`src/rtl/core/lbi_pkg.sv`:
```
// lbi_pkg: shared types and constants of the breakpoint interpolator
// transfer payload structs, breakpoint entry, arithmetic request, status codes
// no dependencies
package lbi_pkg;

  // field widths
  localparam int unsigned PosW   = 14;
  localparam int unsigned WidthW = 8;
  localparam int unsigned ChanW  = 4;
  localparam int unsigned SlotW  = 3;
  localparam int unsigned CycW   = 16;

  // parameter defaults
  localparam int unsigned ChannelsDef = 16;
  localparam int unsigned PointsDef   = 8;

  // cycle limit after reset
  localparam logic [PosW-1:0] LimitReset = 14'd10000;

  // item modes
  localparam logic ModeWrite = 1'b0;
  localparam logic ModeEval  = 1'b1;

  // lookup status codes
  localparam logic [1:0] StInterp = 2'd0;
  localparam logic [1:0] StExact  = 2'd1;
  localparam logic [1:0] StBelow  = 2'd2;
  localparam logic [1:0] StBeyond = 2'd3;

  typedef struct packed {
    logic              mode;
    logic [ChanW-1:0]  channel;
    logic [SlotW-1:0]  point_index;
    logic [PosW-1:0]   breakpoint_position;
    logic [WidthW-1:0] breakpoint_width;
    logic [CycW-1:0]   cycle_position;
  } in_item_t;

  typedef struct packed {
    logic [WidthW-1:0] pulse_width;
    logic [1:0]        lookup_status;
  } out_item_t;

  // one stored breakpoint
  typedef struct packed {
    logic [PosW-1:0]   pos;
    logic [WidthW-1:0] width;
  } entry_t;

  // operands handed to the serial multiply/divide unit
  typedef struct packed {
    logic [WidthW-1:0] lo_width;
    logic [WidthW-1:0] hi_width;
    logic [PosW-1:0]   offset;
    logic [PosW-1:0]   span;
  } arith_req_t;

endpackage

```
`src/rtl/core/lbi_ram.sv`:
```
// lbi_ram: generic simple dual-port ram, one write and one registered read
// no dependencies
module lbi_ram #(
  parameter int unsigned Width = 8,
  parameter int unsigned Depth = 16
) (
  input  logic                     clk_i,
  input  logic                     we_i,
  input  logic [$clog2(Depth)-1:0] waddr_i,
  input  logic [Width-1:0]         wdata_i,
  input  logic [$clog2(Depth)-1:0] raddr_i,
  output logic [Width-1:0]         rdata_o
);

  logic [Width-1:0] mem_q [Depth];
  logic [Width-1:0] rdata_q;

  // write port and registered read port
  always_ff @(posedge clk_i) begin
    if (we_i) begin
      mem_q[waddr_i] <= wdata_i;
    end
    rdata_q <= mem_q[raddr_i];
  end

  assign rdata_o = rdata_q;

endmodule

```
`src/rtl/core/lbi_arith.sv`:
```
// lbi_arith: bit-serial multiply then restoring divide with half-up rounding
// computes lo +/- round(|hi-lo| * offset / span), one bit per cycle
// depends on lbi_pkg
module lbi_arith
  import lbi_pkg::*;
(
  input  logic              clk_i,
  input  logic              rst_ni,
  input  logic              start_i,
  input  arith_req_t        req_i,
  output logic              done_o,
  output logic [WidthW-1:0] width_o
);

  localparam int unsigned MagW = WidthW + PosW;   // product width
  localparam int unsigned NumW = MagW + 2;        // 2*mag + span
  localparam int unsigned CntW = $clog2(WidthW);

  localparam logic [1:0] AIdle = 2'd0;
  localparam logic [1:0] AMul  = 2'd1;
  localparam logic [1:0] ADiv  = 2'd2;
  localparam logic [1:0] ADone = 2'd3;

  logic [1:0]        phase_q, phase_d;
  logic [CntW-1:0]   cnt_q, cnt_d;
  logic              up_q, up_d;
  logic [WidthW-1:0] lo_q, lo_d;
  logic [WidthW-1:0] dmag_q, dmag_d;
  logic [PosW-1:0]   span_q, span_d;
  logic [MagW-1:0]   mcand_q, mcand_d;
  logic [MagW-1:0]   acc_q, acc_d;
  logic [NumW-1:0]   rem_q, rem_d;
  logic [MagW-1:0]   dsr_q, dsr_d;
  logic [WidthW-1:0] quo_q, quo_d;
  logic [MagW-1:0]   acc_sum;
  logic              fits;
  logic              last_digit;

  assign acc_sum    = dmag_q[0] ? acc_q + mcand_q : acc_q;
  assign fits       = rem_q >= {2'b00, dsr_q};
  assign last_digit = cnt_q == CntW'(WidthW - 1);

  // sequencer: start, eight multiply steps, eight divide steps, done
  always_comb begin
    phase_d = phase_q;
    cnt_d   = cnt_q;
    up_d    = up_q;
    lo_d    = lo_q;
    dmag_d  = dmag_q;
    span_d  = span_q;
    mcand_d = mcand_q;
    acc_d   = acc_q;
    rem_d   = rem_q;
    dsr_d   = dsr_q;
    quo_d   = quo_q;
    unique case (phase_q)
      AIdle: begin
        if (start_i) begin
          up_d    = req_i.hi_width >= req_i.lo_width;
          dmag_d  = up_d ? req_i.hi_width - req_i.lo_width
                         : req_i.lo_width - req_i.hi_width;
          lo_d    = req_i.lo_width;
          span_d  = req_i.span;
          mcand_d = {{WidthW{1'b0}}, req_i.offset};
          acc_d   = '0;
          cnt_d   = '0;
          phase_d = AMul;
        end
      end
      AMul: begin
        acc_d   = acc_sum;
        mcand_d = {mcand_q[MagW-2:0], 1'b0};
        dmag_d  = {1'b0, dmag_q[WidthW-1:1]};
        cnt_d   = cnt_q + 1'b1;
        if (last_digit) begin
          // numerator 2*mag + span, divisor 2*span aligned to the top quotient bit
          rem_d   = {1'b0, acc_sum, 1'b0} + {{(NumW-PosW){1'b0}}, span_q};
          dsr_d   = {span_q, {(MagW-PosW){1'b0}}};
          quo_d   = '0;
          cnt_d   = '0;
          phase_d = ADiv;
        end
      end
      ADiv: begin
        if (fits) begin
          rem_d = rem_q - {2'b00, dsr_q};
        end
        quo_d = {quo_q[WidthW-2:0], fits};
        dsr_d = {1'b0, dsr_q[MagW-1:1]};
        cnt_d = cnt_q + 1'b1;
        if (last_digit) begin
          phase_d = ADone;
        end
      end
      ADone: begin
        phase_d = AIdle;
      end
      default: phase_d = AIdle;
    endcase
  end

  // control registers
  always_ff @(posedge clk_i or negedge rst_ni) begin
    if (!rst_ni) begin
      phase_q <= AIdle;
      cnt_q   <= '0;
    end else begin
      phase_q <= phase_d;
      cnt_q   <= cnt_d;
    end
  end

  // datapath registers
  always_ff @(posedge clk_i) begin
    up_q    <= up_d;
    lo_q    <= lo_d;
    dmag_q  <= dmag_d;
    span_q  <= span_d;
    mcand_q <= mcand_d;
    acc_q   <= acc_d;
    rem_q   <= rem_d;
    dsr_q   <= dsr_d;
    quo_q   <= quo_d;
  end

  assign done_o  = phase_q == ADone;
  assign width_o = up_q ? lo_q + quo_q : lo_q - quo_q;

endmodule

```
`src/rtl/core/lut_breakpoint_interpolator.sv`:
```
// lut_breakpoint_interpolator: per-channel breakpoint table with linear interpolation
// depends on lbi_pkg, lbi_ram, lbi_arith
//
//   port group   direction  handshake            payload
//   in           input      in_valid_i/in_stall_o  in_item_t  (write or evaluate)
//   out          output     out_valid_o/out_stall_i out_item_t (one per evaluate)
//   cfg          input      cfg_we_i              cfg_wdata_i (cycle limit)
//
// a write item gives no result
// an evaluate scans one slot per cycle from the ram read port, up to Points slots;
// an exact, below or beyond result passes through SEmit to the output register
// an interpolated result waits in SArith for the lbi_arith multiply, divide and
// done steps, then passes through SEmit to the output register as well
// reset clears control state only; table entries hold garbage until written
// a finished result waits in the output register while the next item is taken
module lut_breakpoint_interpolator
  import lbi_pkg::*;
#(
  parameter int unsigned Channels = ChannelsDef,
  parameter int unsigned Points   = PointsDef
) (
  input  logic            clk_i,
  input  logic            rst_ni,
  input  logic            in_valid_i,
  output logic            in_stall_o,
  input  in_item_t        in_data_i,
  output logic            out_valid_o,
  input  logic            out_stall_i,
  output out_item_t       out_data_o,
  input  logic            cfg_we_i,
  input  logic [PosW-1:0] cfg_wdata_i
);

  localparam int unsigned Depth = Channels * Points;
  localparam int unsigned AddrW = $clog2(Depth);
  localparam int unsigned IdxW  = $clog2(Points);
  localparam logic [IdxW-1:0] LastIdx = IdxW'(Points - 1);

  localparam logic [1:0] SIdle  = 2'd0;
  localparam logic [1:0] SScan  = 2'd1;
  localparam logic [1:0] SArith = 2'd2;
  localparam logic [1:0] SEmit  = 2'd3;

  logic [1:0]        state_q, state_d;
  logic [PosW-1:0]   limit_q;
  logic [ChanW-1:0]  ch_q, ch_d;
  logic [PosW-1:0]   pos_q, pos_d;
  logic [IdxW-1:0]   idx_q, idx_d;
  entry_t            lo_q, lo_d;
  logic [WidthW-1:0] res_w_q, res_w_d;
  logic [1:0]        res_st_q, res_st_d;
  logic              out_valid_q, out_valid_d;
  out_item_t         out_q, out_d;

  logic              in_xfer, ch_ok, slot_ok, wr_en, ev_start;
  logic [PosW-1:0]   pos_clamp;
  logic [AddrW-1:0]  waddr, raddr;
  entry_t            wentry, rd;
  logic              hit_eq, hit_lt, arith_start, arith_done, out_load;
  arith_req_t        arith_req;
  logic [WidthW-1:0] arith_width;

  // input transfer and decode
  assign in_stall_o = state_q != SIdle;
  assign in_xfer    = in_valid_i && !in_stall_o;
  assign ch_ok      = int'(in_data_i.channel) < Channels;
  assign slot_ok    = int'(in_data_i.point_index) < Points;
  assign wr_en      = in_xfer && (in_data_i.mode == ModeWrite) && ch_ok && slot_ok;
  assign ev_start   = in_xfer && (in_data_i.mode == ModeEval) && ch_ok;
  assign pos_clamp  = (in_data_i.cycle_position > {2'b00, limit_q}) ? limit_q
                      : in_data_i.cycle_position[PosW-1:0];

  assign waddr  = AddrW'(int'(in_data_i.channel) * Points + int'(in_data_i.point_index));
  assign wentry = '{pos: in_data_i.breakpoint_position, width: in_data_i.breakpoint_width};

  // read address: slot 0 on start, then one slot ahead of the compare
  always_comb begin
    if (state_q == SScan && idx_q != LastIdx) begin
      raddr = AddrW'(int'(ch_q) * Points + int'(idx_q) + 1);
    end else if (state_q == SScan) begin
      raddr = AddrW'(int'(ch_q) * Points + int'(idx_q));
    end else begin
      raddr = AddrW'(int'(in_data_i.channel) * Points);
    end
  end

  lbi_ram #(
    .Width ($bits(entry_t)),
    .Depth (Depth)
  ) u_table (
    .clk_i   (clk_i),
    .we_i    (wr_en),
    .waddr_i (waddr),
    .wdata_i (wentry),
    .raddr_i (raddr),
    .rdata_o (rd)
  );

  // slot compare
  assign hit_eq      = pos_q == rd.pos;
  assign hit_lt      = pos_q < rd.pos;
  assign arith_start = (state_q == SScan) && !hit_eq && hit_lt && (idx_q != '0);
  assign arith_req   = '{lo_width: lo_q.width, hi_width: rd.width,
                         offset: pos_q - lo_q.pos, span: rd.pos - lo_q.pos};

  lbi_arith u_arith (
    .clk_i   (clk_i),
    .rst_ni  (rst_ni),
    .start_i (arith_start),
    .req_i   (arith_req),
    .done_o  (arith_done),
    .width_o (arith_width)
  );

  assign out_load = (state_q == SEmit) && (!out_valid_q || !out_stall_i);

  // scan sequencer
  always_comb begin
    state_d  = state_q;
    ch_d     = ch_q;
    pos_d    = pos_q;
    idx_d    = idx_q;
    lo_d     = lo_q;
    res_w_d  = res_w_q;
    res_st_d = res_st_q;
    unique case (state_q)
      SIdle: begin
        if (ev_start) begin
          ch_d    = in_data_i.channel;
          pos_d   = pos_clamp;
          idx_d   = '0;
          state_d = SScan;
        end
      end
      SScan: begin
        lo_d  = rd;
        idx_d = idx_q + 1'b1;
        if (hit_eq) begin
          res_w_d  = rd.width;
          res_st_d = StExact;
          state_d  = SEmit;
        end else if (hit_lt && idx_q == '0) begin
          res_w_d  = rd.width;
          res_st_d = StBelow;
          state_d  = SEmit;
        end else if (hit_lt) begin
          res_st_d = StInterp;
          state_d  = SArith;
        end else if (idx_q == LastIdx) begin
          res_w_d  = rd.width;
          res_st_d = StBeyond;
          state_d  = SEmit;
        end
      end
      SArith: begin
        if (arith_done) begin
          res_w_d = arith_width;
          state_d = SEmit;
        end
      end
      SEmit: begin
        if (out_load) begin
          state_d = SIdle;
        end
      end
      default: state_d = SIdle;
    endcase
  end

  // output register
  always_comb begin
    out_valid_d = out_valid_q;
    out_d       = out_q;
    if (out_load) begin
      out_valid_d = 1'b1;
      out_d       = '{pulse_width: res_w_q, lookup_status: res_st_q};
    end else if (out_valid_q && !out_stall_i) begin
      out_valid_d = 1'b0;
    end
  end

  // control registers
  always_ff @(posedge clk_i or negedge rst_ni) begin
    if (!rst_ni) begin
      state_q     <= SIdle;
      out_valid_q <= 1'b0;
      limit_q     <= LimitReset;
    end else begin
      state_q     <= state_d;
      out_valid_q <= out_valid_d;
      if (cfg_we_i) begin
        limit_q <= cfg_wdata_i;
      end
    end
  end

  // payload registers
  always_ff @(posedge clk_i) begin
    ch_q     <= ch_d;
    pos_q    <= pos_d;
    idx_q    <= idx_d;
    lo_q     <= lo_d;
    res_w_q  <= res_w_d;
    res_st_q <= res_st_d;
    out_q    <= out_d;
  end

  assign out_valid_o = out_valid_q;
  assign out_data_o  = out_q;

  // checks
  a_done_in_arith: assert property (@(posedge clk_i) disable iff (!rst_ni)
    arith_done |-> state_q == SArith)
    else $error("arithmetic done outside the interpolation wait");

  a_no_overwrite: assert property (@(posedge clk_i) disable iff (!rst_ni)
    out_load |-> !(out_valid_q && out_stall_i))
    else $error("result loaded over a stalled transfer");

  a_eval_starts_scan: assert property (@(posedge clk_i) disable iff (!rst_ni)
    ev_start |=> state_q == SScan && idx_q == '0)
    else $error("evaluate transfer did not start the scan at slot 0");

  a_start_only_scan: assert property (@(posedge clk_i) disable iff (!rst_ni)
    arith_start |=> state_q == SArith)
    else $error("interpolation started without entering the wait");

endmodule

```
`config.mk`:
```
export PLATFORM = sky130hd
export DESIGN_NAME = lut_breakpoint_interpolator
export DESIGN_NICKNAME = d
export VERILOG_FILES = /design/src/rtl/core/lbi_pkg.sv /design/src/rtl/core/lbi_ram.sv /design/src/rtl/core/lbi_arith.sv /design/src/rtl/core/lut_breakpoint_interpolator.sv
export SDC_FILE = /design/constraint.sdc
export NUM_CORES = 2
export LEC_CHECK = 0
export BUFFER_PORTS_ARGS = -buffer_cell sky130_fd_sc_hd__buf_2
export CORE_MARGIN = 3
export CORE_UTILIZATION = 59
export DETAILED_ROUTE_END_ITERATION = 8
export PLACE_DENSITY = 0.85
export SLEW_MARGIN = 20
export SYNTH_ARGS = -nofsm -noshare
export SYNTH_HDL_FRONTEND = slang
export SYNTH_HIERARCHICAL = 1
export SYNTH_SLANG_ARGS = --single-unit
```
`constraint.sdc`:
```
create_clock -name clk_i -period 6.1 [get_ports clk_i]
set_input_delay 0 -clock clk_i [delete_from_list [all_inputs] [get_ports clk_i]]
set_output_delay 0 -clock clk_i [all_outputs]
set_load 0.1 [all_outputs]
```
==> impl_results.md <==
- Kind of end point of the critical path: register
- Max-slew headroom: between 10% and 20%
- Commonest cells in the netlist: 3,008 x edfxtp_1, 924 x mux4_2, 218 x nor2_1
- Root Buffer: clkbuf_16
- Routed WL per cell: between 40 and 50 um
- # Post-CTS Setup Buffers: 0
- Post-synth EDFFs: 3,008
- CP Class: reg2reg
- Hold-fix buffers, CTS: around 120
- Worst path required time: about 6.9 ns
- Area growth syn-to-layout: 13.2%
- Final WL: 364,000 um
- Reg clk slew, reported paths: around 0.060 ns
- Final Util: between 60% and 70%
- Register area share after synthesis: approximately 75%
- Post-synthesis register bit count: 3,052
- # fillers: around 11k
- CP arrival: around 5.7 ns
- Maximum VDD drop: 525 uV
- Vias in the first global route: roughly 67k
- DRC viols: 0
- Synth area leaders: edfxtp_1 74%, mux4_2 17%, ha_1 1.5%
- GRT Total Usage: approximately 35%
- PostCTS Resize Cnt: 0
- Cells after Synth: around 5.6k
- Initial core utilization: between 50% and 60%
- PD cells: between 400 and 500 nW/um2
- Final period utilization: between 80% and 90%
- Max FO, Critical Path: 31
- H-tree levels: 5
- Die ar.: approximately 210,000 um2
- Number of I/O port buffers: 76
- Cell area after synthesis: 122,000 um2
- Status: finished clean
- I/O pin count: between 70 and 80
- Final setup vio count: 0
- Die H: about 460 um
- DRT antenna net count: 0
- Vias/cell: between 7 and 8
- Fin area: 138,000 um2
- Net count after synthesis: slightly below 6k
- Slew @ Worst Pin: 1.21 ns
- Post-synth ARST share: 0.721%
- Num CTS Buffers: 310
- CTS max path bufs: 4
- RePlAce Congestion: a little under 0.9
- Router iterations before antenna repair: 6
- Post-synthesis cell type count: just under 90
- LEAKAGE: 43.6 nW
- RSZ-0062 raised after global routing: no
- F_max: between 0.2 and 0.25 GHz
- CTS sink cnt: 3,052
- Std-Cell Rows: between 150 and 200
- Startpoint types: register
- Largest net degree at the start of global routing: around 120
- Post-placement cell area: approximately 130,000 um2
- Most frequent cell after synthesis: edfxtp_1
- Syn. warnings: 6
- Overflow after GRT: 0
- Period minus WS final: 4.95 ns
- Max cap viols: 0
- Core footprint: between 200,000 and 250,000 um2
- Clk_lat worst skew: roughly 1 ns
- CTS tree: done
- TNS Setup: 0 ns
- Final hold vios: 0
- Synth top area share: about three quarters
- Predominant post-synthesis flop cell: edfxtp_1
- Die width: between 400 and 500 um
- Syn_area_per_cell: between 20 and 25 um2
- Vias: between 60k and 70k
- Nets: between 6k and 7k
- Detailed router's first-iteration violation count: 11.4k
- Clk_skew: about 0.10 ns
- Biggest area consumer among synthesized cells: edfxtp_1
- Initial antenna violation count: 24
- Pins over their slew limit: 0
- Hold WC Path Type: in2reg
- Hpwl dp: ~180,000 um
- First-pass GRT wire length: 510,000 um
- Layout cells sized above 1: a little under a third
-- final cells by class --
| cell class | instances | area (um2) | area share [%] |
|---|---|---|---|
| Timing Repair Buffer | 404 | 3550 | 2.56 |
| Multi-Input combinational cell | 2129 | 29900 | 21.6 |
| Antenna cell | 14 | 35.0 | 0.0253 |
| Inverter | 126 | 473 | 0.342 |
| Clock buffer | 385 | 8260 | 5.97 |
| Tap cell | 2688 | 3360 | 2.43 |
| Sequential cell | 3052 | 91300 | 66.0 |
| Clock inverter | 155 | 1450 | 1.05 |
-- layer usage --
layer / GRT usage (%) / wire (um) / vias up
met4: 23.5 / 30800 / 8
li1: - / - / 24300
met1: 42.2 / 110000 / 33500
met2: 55.6 / 177000 / 6192
met5: 0 / 56 / -
met3: 8.31 / 46200 / 1497
-- flip-flops by register name, indices dropped and copies added, names as in the netlist, 10 cells and up --
| signal | cells |
|---|---|
| pos_q | 14 |
| u_table/rdata_o | 22 |
| u_arith/mcand_q | 22 |
| out_data_o | 10 |
| u_arith/rem_q | 24 |
| limit_q | 14 |
| u_arith/span_q | 14 |
| lo_q | 14 |
| u_table/mem_q | 2816 |
| u_arith/acc_q | 22 |
| u_arith/dsr_q | 22 |
-- path summary, 6_finish.rpt --
| kind | start | end | slack [ns] | depth (start not counted) |
|---|---|---|---|---|
| setup / recovery | idx_q[0] | u_table/rdata_o[6] | 1.15 | 10 |
| hold / removal | in_data_i[1] | pos_q[1] | 0.06 | 3 |
| setup reg to reg | idx_q[0] | u_table/rdata_o[6] | 1.15 | 10 |
| hold reg to reg | arith_req[43] | u_arith/lo_q[7] | 0.44 | 0 |
| max in group asynchronous | rst_ni | limit_q[2] | 5.51 | 4 |
| min in group asynchronous | rst_ni | u_arith/cnt_q[0] | 0.38 | 4 |
-- stage by stage --
step           instances  hold slack, ns  power (mW)  worst slack [ns]
5_1_grt             8941          0.0443        69.1             0.883
6_report            8953          0.0577        67.5              1.15
2_1_floorplan       5555          -0.296        40.4              1.29
3_3_place_gp        8278          0.0521        46.7              1.32
4_1_cts             8938          0.0198        67.1              1.24
3_5_place_dp        8279          0.0666        47.6              1.31
-- cells in the final DEF, fill, tap and decap left out, types with 13 or more instances in the layout --
cell type	Yosys	final
clkinv_1	1	59
nor2_1	218	96
and3_1	13	13
edfxtp_1	3008	3008
xor2_1	33	33
dfrtp_1	17	17
clkinv_2	0	52
clkbuf_16	0	318
nor2_2	2	115
diode_2	0	14
clkbuf_1	158	62
o21ai_0	77	76
nand3_1	36	36
o21a_1	22	22
dfxtp_1	22	22
a21o_1	21	21
a21oi_1	83	79
buf_2	60	54
mux2_2	79	79
buf_12	0	24
and2_1	41	41
xnor2_1	55	55
nor3_1	33	24
dlygate4sd3_1	0	118
nand2_1	96	96
nand2b_1	15	15
nor2b_1	26	26
nand4_1	16	16
ha_1	147	144
buf_4	1	202
mux4_2	924	924
inv_1	125	125
bufinv_16	0	27
-- power breakdown --
part,total [mW],internal [mW],switching [mW]
logic,23.8,10.2,13.6
registers,24.8,24.2,0.562
clock network,19.0,10.7,8.23
total,67.5,45.1,22.4
-- critical path, stage by stage, from the launching register on --
cell and delay [ns]:
edfxtp_1 0.47, ha_1 0.27, ha_1 0.30, xor2_1 0.22
nor2_4 0.36, buf_4 0.31, buf_4 0.60, mux4_2 0.60
mux4_2 0.63, mux4_2 0.67, mux2_2 0.33
-- logic make-up after synthesis --
logic type      Yosys count  share of synthesized area (%)
buf+inv                 374                           1.22
fa+ha+maj               155                           1.64
simple gates            539                           2.10
xor+xnor                 88                          0.631
flops                  3052                           74.7
compound gates          326                           1.76
mux                    1021                           17.9
Power figures use the tool's default switching activity.
